==> config.mk <==
export PLATFORM = sky130hd
export DESIGN_NAME = led_pattern_sequencer
export DESIGN_NICKNAME = d
export VERILOG_FILES = /design/src/sv/lps_pkg.sv /design/src/sv/lps_step.sv /design/src/sv/led_pattern_sequencer.sv
export SDC_FILE = /design/constraint.sdc
export NUM_CORES = 1
export LEC_CHECK = 0
export ABC_AREA = 1
export BUFFER_PORTS_ARGS = -buffer_cell sky130_fd_sc_hd__buf_2
export CORE_MARGIN = 2
export CORE_UTILIZATION = 28
export CTS_BUF_LIST = sky130_fd_sc_hd__clkbuf_8
export CTS_CLUSTER_SIZE = 16
export DETAILED_ROUTE_END_ITERATION = 10
export PLACE_DENSITY = 0.45
export SLEW_MARGIN = 5
export SYNTH_ARGS = -nofsm -noshare
export SYNTH_HDL_FRONTEND = slang
export SYNTH_SLANG_ARGS = --single-unit
==> constraint.sdc <==
create_clock -name clk -period 2.7 [get_ports clk]
set_input_delay 0.135 -clock clk [delete_from_list [all_inputs] [get_ports clk]]
set_output_delay 0.135 -clock clk [all_outputs]
set_load 0.05 [all_outputs]
==> src/sv/lps_pkg.sv <==
package lps_pkg;

  typedef enum logic [1:0] {
    MODE_BOUNCE = 2'd0,
    MODE_COUNT  = 2'd1,
    MODE_DOUBLE = 2'd2,
    MODE_STACK  = 2'd3
  } mode_t;

  localparam logic [7:0] LED_LEFT   = 8'h80;
  localparam logic [7:0] LED_RIGHT  = 8'h01;
  localparam logic [7:0] LED_PAIR   = 8'h81;
  localparam logic [4:0] HALF_SWEEP = 5'd7;
  localparam logic [4:0] FULL_SWEEP = 5'd14;
  localparam logic [4:0] HALF_STACK = 5'd8;
  localparam logic [4:0] FULL_STACK = 5'd16;

  typedef struct packed {
    logic [1:0] requested_mode;
    mode_t      active_mode;
    logic [4:0] step_index;
    logic [7:0] pattern;
    logic [3:0] count_value;
    logic       count_down;
    logic [5:0] wait_left;
    logic [7:0] left_bit;
    logic [7:0] right_bit;
  } lps_state_t;

  typedef struct packed {
    logic       tick;
    logic       mode_press;
    logic [1:0] mode_bits;
    logic       dir_press;
    logic [1:0] speed_select;
    logic [3:0] start_count;
  } lps_item_t;

  // Ticks per step for each speed select code.
  function automatic logic [5:0] wait_ticks(input logic [1:0] speed);
    logic [5:0] w;
    case (speed)
      2'd0:    w = 6'd2;
      2'd1:    w = 6'd10;
      2'd2:    w = 6'd20;
      default: w = 6'd40;
    endcase
    return w;
  endfunction

endpackage

==> src/sv/lps_step.sv <==
module lps_step
  import lps_pkg::*;
(
  input  lps_state_t cur,
  input  lps_item_t  item,
  output lps_state_t nxt,
  output logic       stepped
);

  lps_state_t s;
  logic [5:0] wait_dec;

  always_comb begin
    s        = cur;
    stepped  = 1'b0;
    wait_dec = 6'd0;

    if (item.mode_press) begin
      s.requested_mode = item.mode_bits;
    end
    if (item.dir_press) begin
      s.count_down = ~s.count_down;
    end

    if (item.tick) begin
      wait_dec    = (s.wait_left != 6'd0) ? s.wait_left - 6'd1 : 6'd0;
      s.wait_left = wait_dec;
      if (wait_dec == 6'd0) begin
        // mode change is only taken up at the end of a wait
        if (s.requested_mode != s.active_mode) begin
          s.active_mode = mode_t'(s.requested_mode);
          case (s.active_mode)
            MODE_BOUNCE: begin
              s.pattern    = LED_LEFT;
              s.step_index = 5'd0;
            end
            MODE_COUNT: begin
              s.count_value = item.start_count;
            end
            MODE_DOUBLE: begin
              s.pattern    = LED_PAIR;
              s.left_bit   = LED_LEFT;
              s.right_bit  = LED_RIGHT;
              s.step_index = 5'd0;
            end
            default: begin
              s.pattern    = 8'h00;
              s.left_bit   = LED_LEFT;
              s.right_bit  = LED_RIGHT;
              s.step_index = 5'd0;
            end
          endcase
        end

        case (s.active_mode)
          MODE_BOUNCE: begin
            if (s.step_index < HALF_SWEEP) begin
              s.pattern    = s.pattern >> 1;
              s.step_index = s.step_index + 5'd1;
            end else if (s.step_index < FULL_SWEEP) begin
              s.pattern    = s.pattern << 1;
              s.step_index = s.step_index + 5'd1;
            end else begin
              s.step_index = 5'd0;
            end
          end
          MODE_COUNT: begin
            s.pattern     = {4'd0, s.count_value};
            s.count_value = s.count_down ? s.count_value - 4'd1 : s.count_value + 4'd1;
          end
          MODE_DOUBLE: begin
            if (s.step_index < HALF_SWEEP) begin
              s.pattern    = s.left_bit | s.right_bit;
              s.left_bit   = s.left_bit >> 1;
              s.right_bit  = s.right_bit << 1;
              s.step_index = s.step_index + 5'd1;
            end else if (s.step_index < FULL_SWEEP) begin
              s.pattern    = s.left_bit | s.right_bit;
              s.left_bit   = s.left_bit << 1;
              s.right_bit  = s.right_bit >> 1;
              s.step_index = s.step_index + 5'd1;
            end else begin
              s.step_index = 5'd0;
              s.left_bit   = LED_LEFT;
              s.right_bit  = LED_RIGHT;
            end
          end
          default: begin
            if (s.step_index < HALF_STACK) begin
              s.pattern    = s.pattern ^ s.left_bit;
              s.left_bit   = s.left_bit >> 1;
              s.step_index = s.step_index + 5'd1;
            end else if (s.step_index < FULL_STACK) begin
              s.pattern    = s.pattern ^ s.right_bit;
              s.right_bit  = s.right_bit << 1;
              s.step_index = s.step_index + 5'd1;
            end else begin
              s.step_index = 5'd0;
              s.left_bit   = LED_LEFT;
              s.right_bit  = LED_RIGHT;
            end
          end
        endcase

        s.wait_left = wait_ticks(item.speed_select);
        stepped     = 1'b1;
      end
    end

    nxt = s;
  end

endmodule

==> src/sv/led_pattern_sequencer.sv <==
// LED pattern sequencer.
// Input channel in_*: one item per time-base tick or button event. Each item
// carries tick, mode_press, mode_bits, dir_press, speed_select, start_count.
// Result channel out_*: exactly one item per accepted input item, giving the
// LED byte after that item and a flag set when the sequencer took a step.
// Latency: the result is valid the cycle after the input item is accepted.
// Throughput: one item per cycle while the receiver is not stalling; the state update is a single combinational
// pass between the state register and the output register.
// The output register parts the two sides: a new item is accepted whenever
// the output register is empty or is being emptied in the same cycle. If the
// receiver stalls, the result is held and in_tready drops until it is taken.
// Reset (rst_n low, synchronous): mode 0 (bounce), LEDs 0x80, counting up,
// wait count 1 so that the first tick steps, output channel empty.
module led_pattern_sequencer
  import lps_pkg::*;
(
  input  logic        clk,
  input  logic        rst_n,
  input  logic        in_tvalid,
  output logic        in_tready,
  // [0] tick, [1] mode_press, [3:2] mode_bits, [4] dir_press,
  // [6:5] speed_select, [10:7] start_count, [15:11] zero
  input  logic [15:0] in_tdata,
  output logic        out_tvalid,
  input  logic        out_tready,
  // [7:0] led_pattern, [8] stepped, [15:9] zero
  output logic [15:0] out_tdata
);

  lps_state_t state_r;
  lps_state_t state_nxt;
  lps_item_t  item;
  logic       stepped;
  logic       out_valid_r;
  logic [8:0] out_data_r;
  logic       in_fire;

  assign item.tick         = in_tdata[0];
  assign item.mode_press   = in_tdata[1];
  assign item.mode_bits    = in_tdata[3:2];
  assign item.dir_press    = in_tdata[4];
  assign item.speed_select = in_tdata[6:5];
  assign item.start_count  = in_tdata[10:7];

  lps_step u_step (
    .cur     (state_r),
    .item    (item),
    .nxt     (state_nxt),
    .stepped (stepped)
  );

  assign in_tready = ~out_valid_r | out_tready;
  assign in_fire   = in_tvalid & in_tready;

  always_ff @(posedge clk) begin
    if (!rst_n) begin
      state_r.requested_mode <= 2'd0;
      state_r.active_mode    <= MODE_BOUNCE;
      state_r.step_index     <= 5'd0;
      state_r.pattern        <= LED_LEFT;
      state_r.count_value    <= 4'd0;
      state_r.count_down     <= 1'b0;
      state_r.wait_left      <= 6'd1;
      state_r.left_bit       <= LED_LEFT;
      state_r.right_bit      <= LED_RIGHT;
      out_valid_r            <= 1'b0;
    end else begin
      if (in_fire) begin
        state_r     <= state_nxt;
        out_valid_r <= 1'b1;
      end else if (out_tready) begin
        out_valid_r <= 1'b0;
      end
    end
  end

  always_ff @(posedge clk) begin
    if (in_fire) begin
      out_data_r <= {stepped, state_nxt.pattern};
    end
  end

  assign out_tvalid = out_valid_r;
  assign out_tdata  = {7'd0, out_data_r};

endmodule
==> flow_metrics.py, run 1 <==
metrics = {
    "worst_setup_path": {
        "start_kind": "flip-flop",
        "arrival_ns": 2.67,
        "crit_top_cell": "ha_1",
        "path_buf_inv": 4,
        "cp_data_required_time_ns": 2.97,
        "critical-path-top-delay-family": "simple AND/OR/NAND/NOR gates",
        "cp_cell_sequence": "nand2_2 > nand2_4 > inv_6 > nor2_8 > inv_4 > nand2_8 > inv_2 > nor2_1 > ha_1 > inv_1 > nor3_1 > ha_1 > o21bai_1 > a31oi_1",
        "criticalPathCategory": "flip-flop to flip-flop",
        "cpPeakStageDelay_ns": 0.36,
        "endpoint_kind": "flip-flop",
        "slowest_stage": "dfxtp_1",
        "crit_fanout": 9,
    },
    "logic_synthesis": {
        "synth_edf_count": 9,
        "yosys_warnings": 0,
        "synth.distinct_cells": 49,
        "synthCells": 629,
        "syn_avg_cell_area_um2": 6.51,
        "async_flop_share": 0,
        "synth_seq_cells": 54,
        "synth-main-ff-cell": "dfxtp_1",
        "yosysSeqAreaShare": 0.286,
        "netlist_area_um2": 4100,
    },
    "global_routing": {
        "grt_use_total": 0.166,
        "grt_pass1_wl_mm": 20.7,
        "grt_start_max_net_pins": 32,
        "grt_pass1_vias": 3946,
        "grt_overflow": 0,
        "antenna_found_initial": 0,
    },
    "pwr": {
        "leakagePower_nw": 2.04,
        "p_seq_frac": 0.428,
        "p_clk_frac": 0.224,
        "power.share.switching": 0.405,
        "switching_power_uw": 875,
        "p_comb_frac": 0.348,
        "p_per_area_nw_per_um2": 475,
        "ir_drop_v": 0.000222,
        "internal_power_mw": 1.29,
    },
    "place": {
        "place_inst": 836,
        "dp_slack_ns": 0.261,
        "port_buffers": 25,
        "dpl_cell_area_um2": 4450,
        "gp_congestion": 0.888,
        "dpl.hpwl_mm": 9.15,
    },
    "route": {
        "via_per_inst": 4.93,
        "wl_per_cell_um": 15.1,
        "vias": 4158,
        "drtPass1Iterations": 5,
        "drtIter0Drc": 336,
        "wl_mm": 12.8,
        "drc": 0,
        "ant_nets": 0,
    },
    "outcome": {
        "status": "completed",
    },
    "sta": {
        "setup_viol": 0,
        "finalClockSkew_ns": 0.0134,
        "slew-limit-headroom": 0.480,
        "fmaxAchievable_mhz": 415,
        "slew_viol_final": 0,
        "rsz0062_at_grt": "no",
        "worstMarginPinSlew_ns": 0.780,
        "finalCritPeriodShare": 0.892,
        "fin_ws_ns": 0.293,
        "period_minus_slack_ns": 2.41,
        "tns_ns": 0,
        "final_hold_viol_count": 0,
    },
    "floorplan": {
        "fp.dieArea_um2": 15600,
        "io_pins": 38,
        "std_cell_rows": 44,
        "die_w_um": 125,
        "core_um2": 14400,
        "initial_core_util": 0.284,
        "die_height_um": 125,
    },
    "clocking": {
        "cts.sinks": 54,
        "postCtsHoldBufs": 0,
        "path_clk_slew_ns": 0.10,
        "ctsHtreeMaxLevel": 2,
        "cts_tree": "yes",
        "numCtsBuffers": 5,
        "cts_root_buf": "clkbuf_8",
        "clk_path_buf_depth": 2,
        "clk_latency_ns": 0.34,
    },
    "job": {
        "cap_violations": 0,
    },
    "cells_and_area": {
        "fin_nets": 686,
        "n_antenna_cell": 0,
        "final_cells": 844,
        "final_core_util": 0.315,
        "drive_gt1_frac": 0.153,
        "area_delta_synth_final_pct": 10.9,
        "stdcell_area_um2": 4540,
    },
    "hold_path": {
        "hp-class": "input port to flip-flop",
    },
}
==> path summary, 6_finish.rpt <==
kind	start	endpoint	slack (ns)	cells after the start
worst min register to register	state_r[24]	state_r[24]	0.46	2
worst max-delay path	state_r[42]	state_r[39]	0.29	14
worst max register to register	state_r[42]	state_r[39]	0.29	14
worst min-delay path	in_tdata[6]	state_r[21]	0.07	3
==> metal layers <==
metal | vias to the layer above | part of all wire | global-route usage
li1 | 2125 | - | -
met1 | 1899 | 0.48 | 0.232
met2 | 114 | 0.45 | 0.261
met3 | 20 | 0.049 | 0.0244
met4 | 0 | 0.020 | 0.0595
met5 | - | 0 | 0
==> Yosys cell counts (all sizes together) (8+ instances only) <==
master / number / share of area
nand2: 163 / 0.17
o21ai: 68 / 0.085
buf: 20 / 0.038
dfxtp: 45 / 0.22
a31oi: 11 / 0.018
nor2: 49 / 0.056
nand3: 55 / 0.072
a211oi: 8 / 0.015
o211ai: 9 / 0.016
edfxtp: 9 / 0.066
a21oi: 51 / 0.063
inv: 93 / 0.088
clkbuf: 9 / 0.0082
==> cells in the final DEF (no fill, tap or decap), types with 3 or more instances in the layout <==
cell / netlist / routed
dfxtp_1: 45 / 45
nand4_1: 4 / 4
o21ai_0: 59 / 59
a211oi_1: 8 / 8
o211ai_1: 9 / 9
nor2_2: 5 / 5
inv_1: 81 / 82
a31oi_1: 10 / 10
nand2_1: 145 / 145
buf_2: 5 / 25
clkinv_1: 2 / 3
a21oi_1: 50 / 50
nand3_1: 51 / 51
clkbuf_8: 0 / 5
conb_1: 1 / 7
o22ai_1: 3 / 3
o21ai_1: 7 / 7
edfxtp_1: 9 / 9
nand3_2: 4 / 4
inv_2: 9 / 9
xor2_1: 3 / 3
nor3_1: 3 / 3
nand2_4: 5 / 5
nor2_1: 42 / 41
ha_1: 6 / 6
nand2_2: 12 / 12
a221oi_1: 3 / 3
buf_4: 9 / 20
==> power by group through the flow <==
stage / clock (mW) / combinational (mW) / sequential (mW)
3_5_place_dp: 0 / 0.743 / 0.942
5_1_grt: 0.536 / 0.836 / 0.932
4_1_cts: 0.510 / 0.747 / 0.924
3_3_place_gp: 0 / 0.743 / 0.940
2_1_floorplan: 0 / 0.498 / 0.992
6_report: 0.483 / 0.752 / 0.924
==> worst min-delay path, delay by kind of cell <==
kind | cells | cell delay (ns)
compound gates | 1 | 0.06
buf+inv | 1 | 0.10
simple gates | 1 | 0.06
==> through the flow <==
step | power, mW | hold WS (ns)
global route | 2.30 | 0.0692
global placement | 1.68 | 0.426
floorplan | 1.49 | 0.295
finish | 2.16 | 0.0722
CTS | 2.18 | 0.0656
detailed placement | 1.69 | 0.434
==> cell type report <==
type                    count  area [um^2]
clock buffers               5         68.8
inverters                  95          367
clock inverters             3         12.5
flip-flops and latches     54         1170
fillers                  1649         9880
multi-input cells         457         2400
repair buffers             46          295
well taps                 184          230
==> kinds of logic after synthesis <==
group                    Yosys count  share of synthesized area
AND/OR/NAND/NOR                  279                      0.323
AO/OA/AOI/OAI                    160                      0.223
buffers and inverters            124                      0.136
flip-flops                        54                      0.286
adder cells (fa/ha/maj)            7                     0.0232
XOR/XNOR                           4                    0.00855
other                              1                   0.000915
==> timing repair <==
action                                  in CTS  in global routing
hold endpoints to repair                     0                  0
resized for setup                            0                  2
endpoints found under the setup margin       0                  3
setup buffers                                0                  0
==> registers in the layout, summed over array words and instances, names as in the netlist <==
signal      cells
out_data_r      9
out_tvalid      1
state_r        44
Note: power is estimated with default switching activity, not from simulation.
==> run 2, diff against run 1 <==
- REMOVE_ABC_BUFFERS: default -> 1
==> flow_metrics.py, run 2 (synthesis gave the netlist of run 1 again) <==
metrics = {
    "sta": {
        "period_minus_slack_ns": 2.38,
        "slew-limit-headroom": 0.568,
        "worstMarginPinSlew_ns": 0.643,
        "fmaxAchievable_mhz": 420,
        "tns_ns": 0,
        "finalClockSkew_ns": 0.0148,
        "finalCritPeriodShare": 0.881,
        "rsz0062_at_grt": "no",
        "setup_viol": 0,
        "slew_viol_final": 0,
        "fin_ws_ns": 0.320,
        "final_hold_viol_count": 0,
    },
    "floorplan": {
        "die_w_um": 125,
        "io_pins": 38,
        "fp.dieArea_um2": 15600,
        "std_cell_rows": 44,
        "die_height_um": 125,
        "initial_core_util": 0.284,
        "core_um2": 14400,
    },
    "cells_and_area": {
        "stdcell_area_um2": 4530,
        "max_flop_register": "state_r",
        "most-common-layout-cells": "145 x nand2_1, 81 x inv_1, 58 x o21ai_0",
        "final_cells": 839,
        "largest_reg_flops": 44,
        "drive_gt1_frac": 0.148,
        "area_delta_synth_final_pct": 10.5,
        "fin_nets": 681,
        "nFillCells": 1628,
        "n_antenna_cell": 0,
        "layout_commonest_cell": "nand2_1",
    },
    "clocking": {
        "clk_latency_ns": 0.34,
        "cts.sinks": 54,
        "clk_path_buf_depth": 2,
        "path_clk_slew_ns": 0.10,
        "cts_root_buf": "clkbuf_8",
        "cts_tree": "yes",
        "numCtsBuffers": 5,
        "cts_setup_buffers": 0,
        "ctsHtreeMaxLevel": 2,
    },
    "worst_setup_path": {
        "crit_fanout": 9,
        "rrSetupSlack_ns": 0.32,
        "cp_data_required_time_ns": 2.95,
        "arrival_ns": 2.62,
        "reg2reg_depth": 15,
        "criticalPathCategory": "flip-flop to flip-flop",
        "r2r_start": "state_r[42]",
        "endpoint_kind": "flip-flop",
        "reg2reg_to": "state_r[26]",
        "start_kind": "flip-flop",
    },
    "place": {
        "dp_slack_ns": 0.244,
        "gp_congestion": 0.897,
        "dpl_cell_area_um2": 4400,
        "dpl.hpwl_mm": 9.19,
        "place_inst": 831,
        "port_buffers": 25,
    },
    "route": {
        "highest_layer": "met4",
        "wirelength_met1_mm": 6.08,
        "ant_nets": 0,
        "drtPass1Iterations": 4,
        "drtIter0Drc": 280,
        "drc": 0,
        "met3_length_um": 528,
        "via_per_inst": 4.99,
        "met2_length_mm": 5.69,
        "wl_per_cell_um": 15.0,
        "vias": 4190,
        "wl_mm": 12.6,
    },
    "global_routing": {
        "grt_overflow": 0,
        "antenna_found_initial": 0,
        "grt_pass1_wl_mm": 20.4,
        "grt_pass1_vias": 4036,
        "grt_start_max_net_pins": 28,
        "grt_use_total": 0.163,
    },
    "hold_path": {
        "min-delay-start": "in_tdata[6]",
        "min_to": "state_r[21]",
        "hold_path_depth": 3,
        "hp-class": "input port to flip-flop",
    },
    "pwr": {
        "p_per_area_nw_per_um2": 494,
        "leakagePower_nw": 2.02,
        "ir_drop_v": 0.000254,
    },
    "job": {
        "cap_violations": 0,
    },
    "outcome": {
        "status": "completed",
    },
}
[run 2: changes by cell type in the layout (fill, tap and decap cells not counted), sizes merged]
cell and change:
buf -5, bufinv +1, inv -1
[run 2: critical path: stages, from the launching register on]
cell and delay (ns):
dfxtp_1 0.35, nand2_2 0.08, nand2_4 0.14, inv_6 0.08, nor2_8 0.19, nand2_1 0.18
o21ai_0 0.28, inv_1 0.08, ha_1 0.32, a21oi_1 0.16, nand2_1 0.08, xnor2_1 0.12
nand2_1 0.06, nand3_1 0.07, nand2_1 0.07, inv_1 0.03
[run 2: what timing repair did]
| item | in CTS | in global routing |
|---|---|---|
| setup endpoints to repair | 0 | 4 |
| gates resized for setup | 0 | 3 |
| hold buffers | 0 | 0 |
[run 2: cell type report]
cell class	instances	area, um^2	share of cell area
multi-input cells	457	2400	0.531
inverters	95	367	0.0810
repair buffers	41	245	0.0542
clock inverters	3	40.0	0.00884
well taps	184	230	0.0509
clock buffers	5	68.8	0.0152
flip-flops and latches	54	1170	0.259
[run 2: power by group]
part	leakage, nW	switching (mW)	internal, mW
logic	1.51	0.527	0.213
clock network	0.0579	0.299	0.274
registers	0.457	0.0373	0.885
[run 2: stage by stage]
step,hold WS (ns),util,power (mW)
3_5_place_dp,0.434,0.305,1.67
6_report,0.0716,0.314,2.23
2_1_floorplan,0.234,-,1.46
5_1_grt,0.0817,0.314,2.39
4_1_cts,0.0557,0.313,2.26
3_3_place_gp,0.420,0.305,1.67
[run 2: layer usage]
| layer | GRT usage | up-vias |
|---|---|---|
| met5 | 0 | - |
| met4 | 0.0549 | 0 |
| met3 | 0.0274 | 24 |
| met2 | 0.265 | 114 |
| met1 | 0.219 | 1934 |
| li1 | - | 2118 |
[run 2: worst max path at each step]
stage                     start             to  slack, ns  depth (start not counted)
global route        state_r[43]    state_r[26]       0.01                         16
finish              state_r[42]    state_r[26]       0.32                         15
floorplan            out_tvalid    state_r[25]      -0.42                         10
global placement    state_r[16]  out_data_r[0]       0.23                         14
CTS                 state_r[16]    state_r[28]       0.20                         16
detailed placement  state_r[16]    state_r[28]       0.24                         16
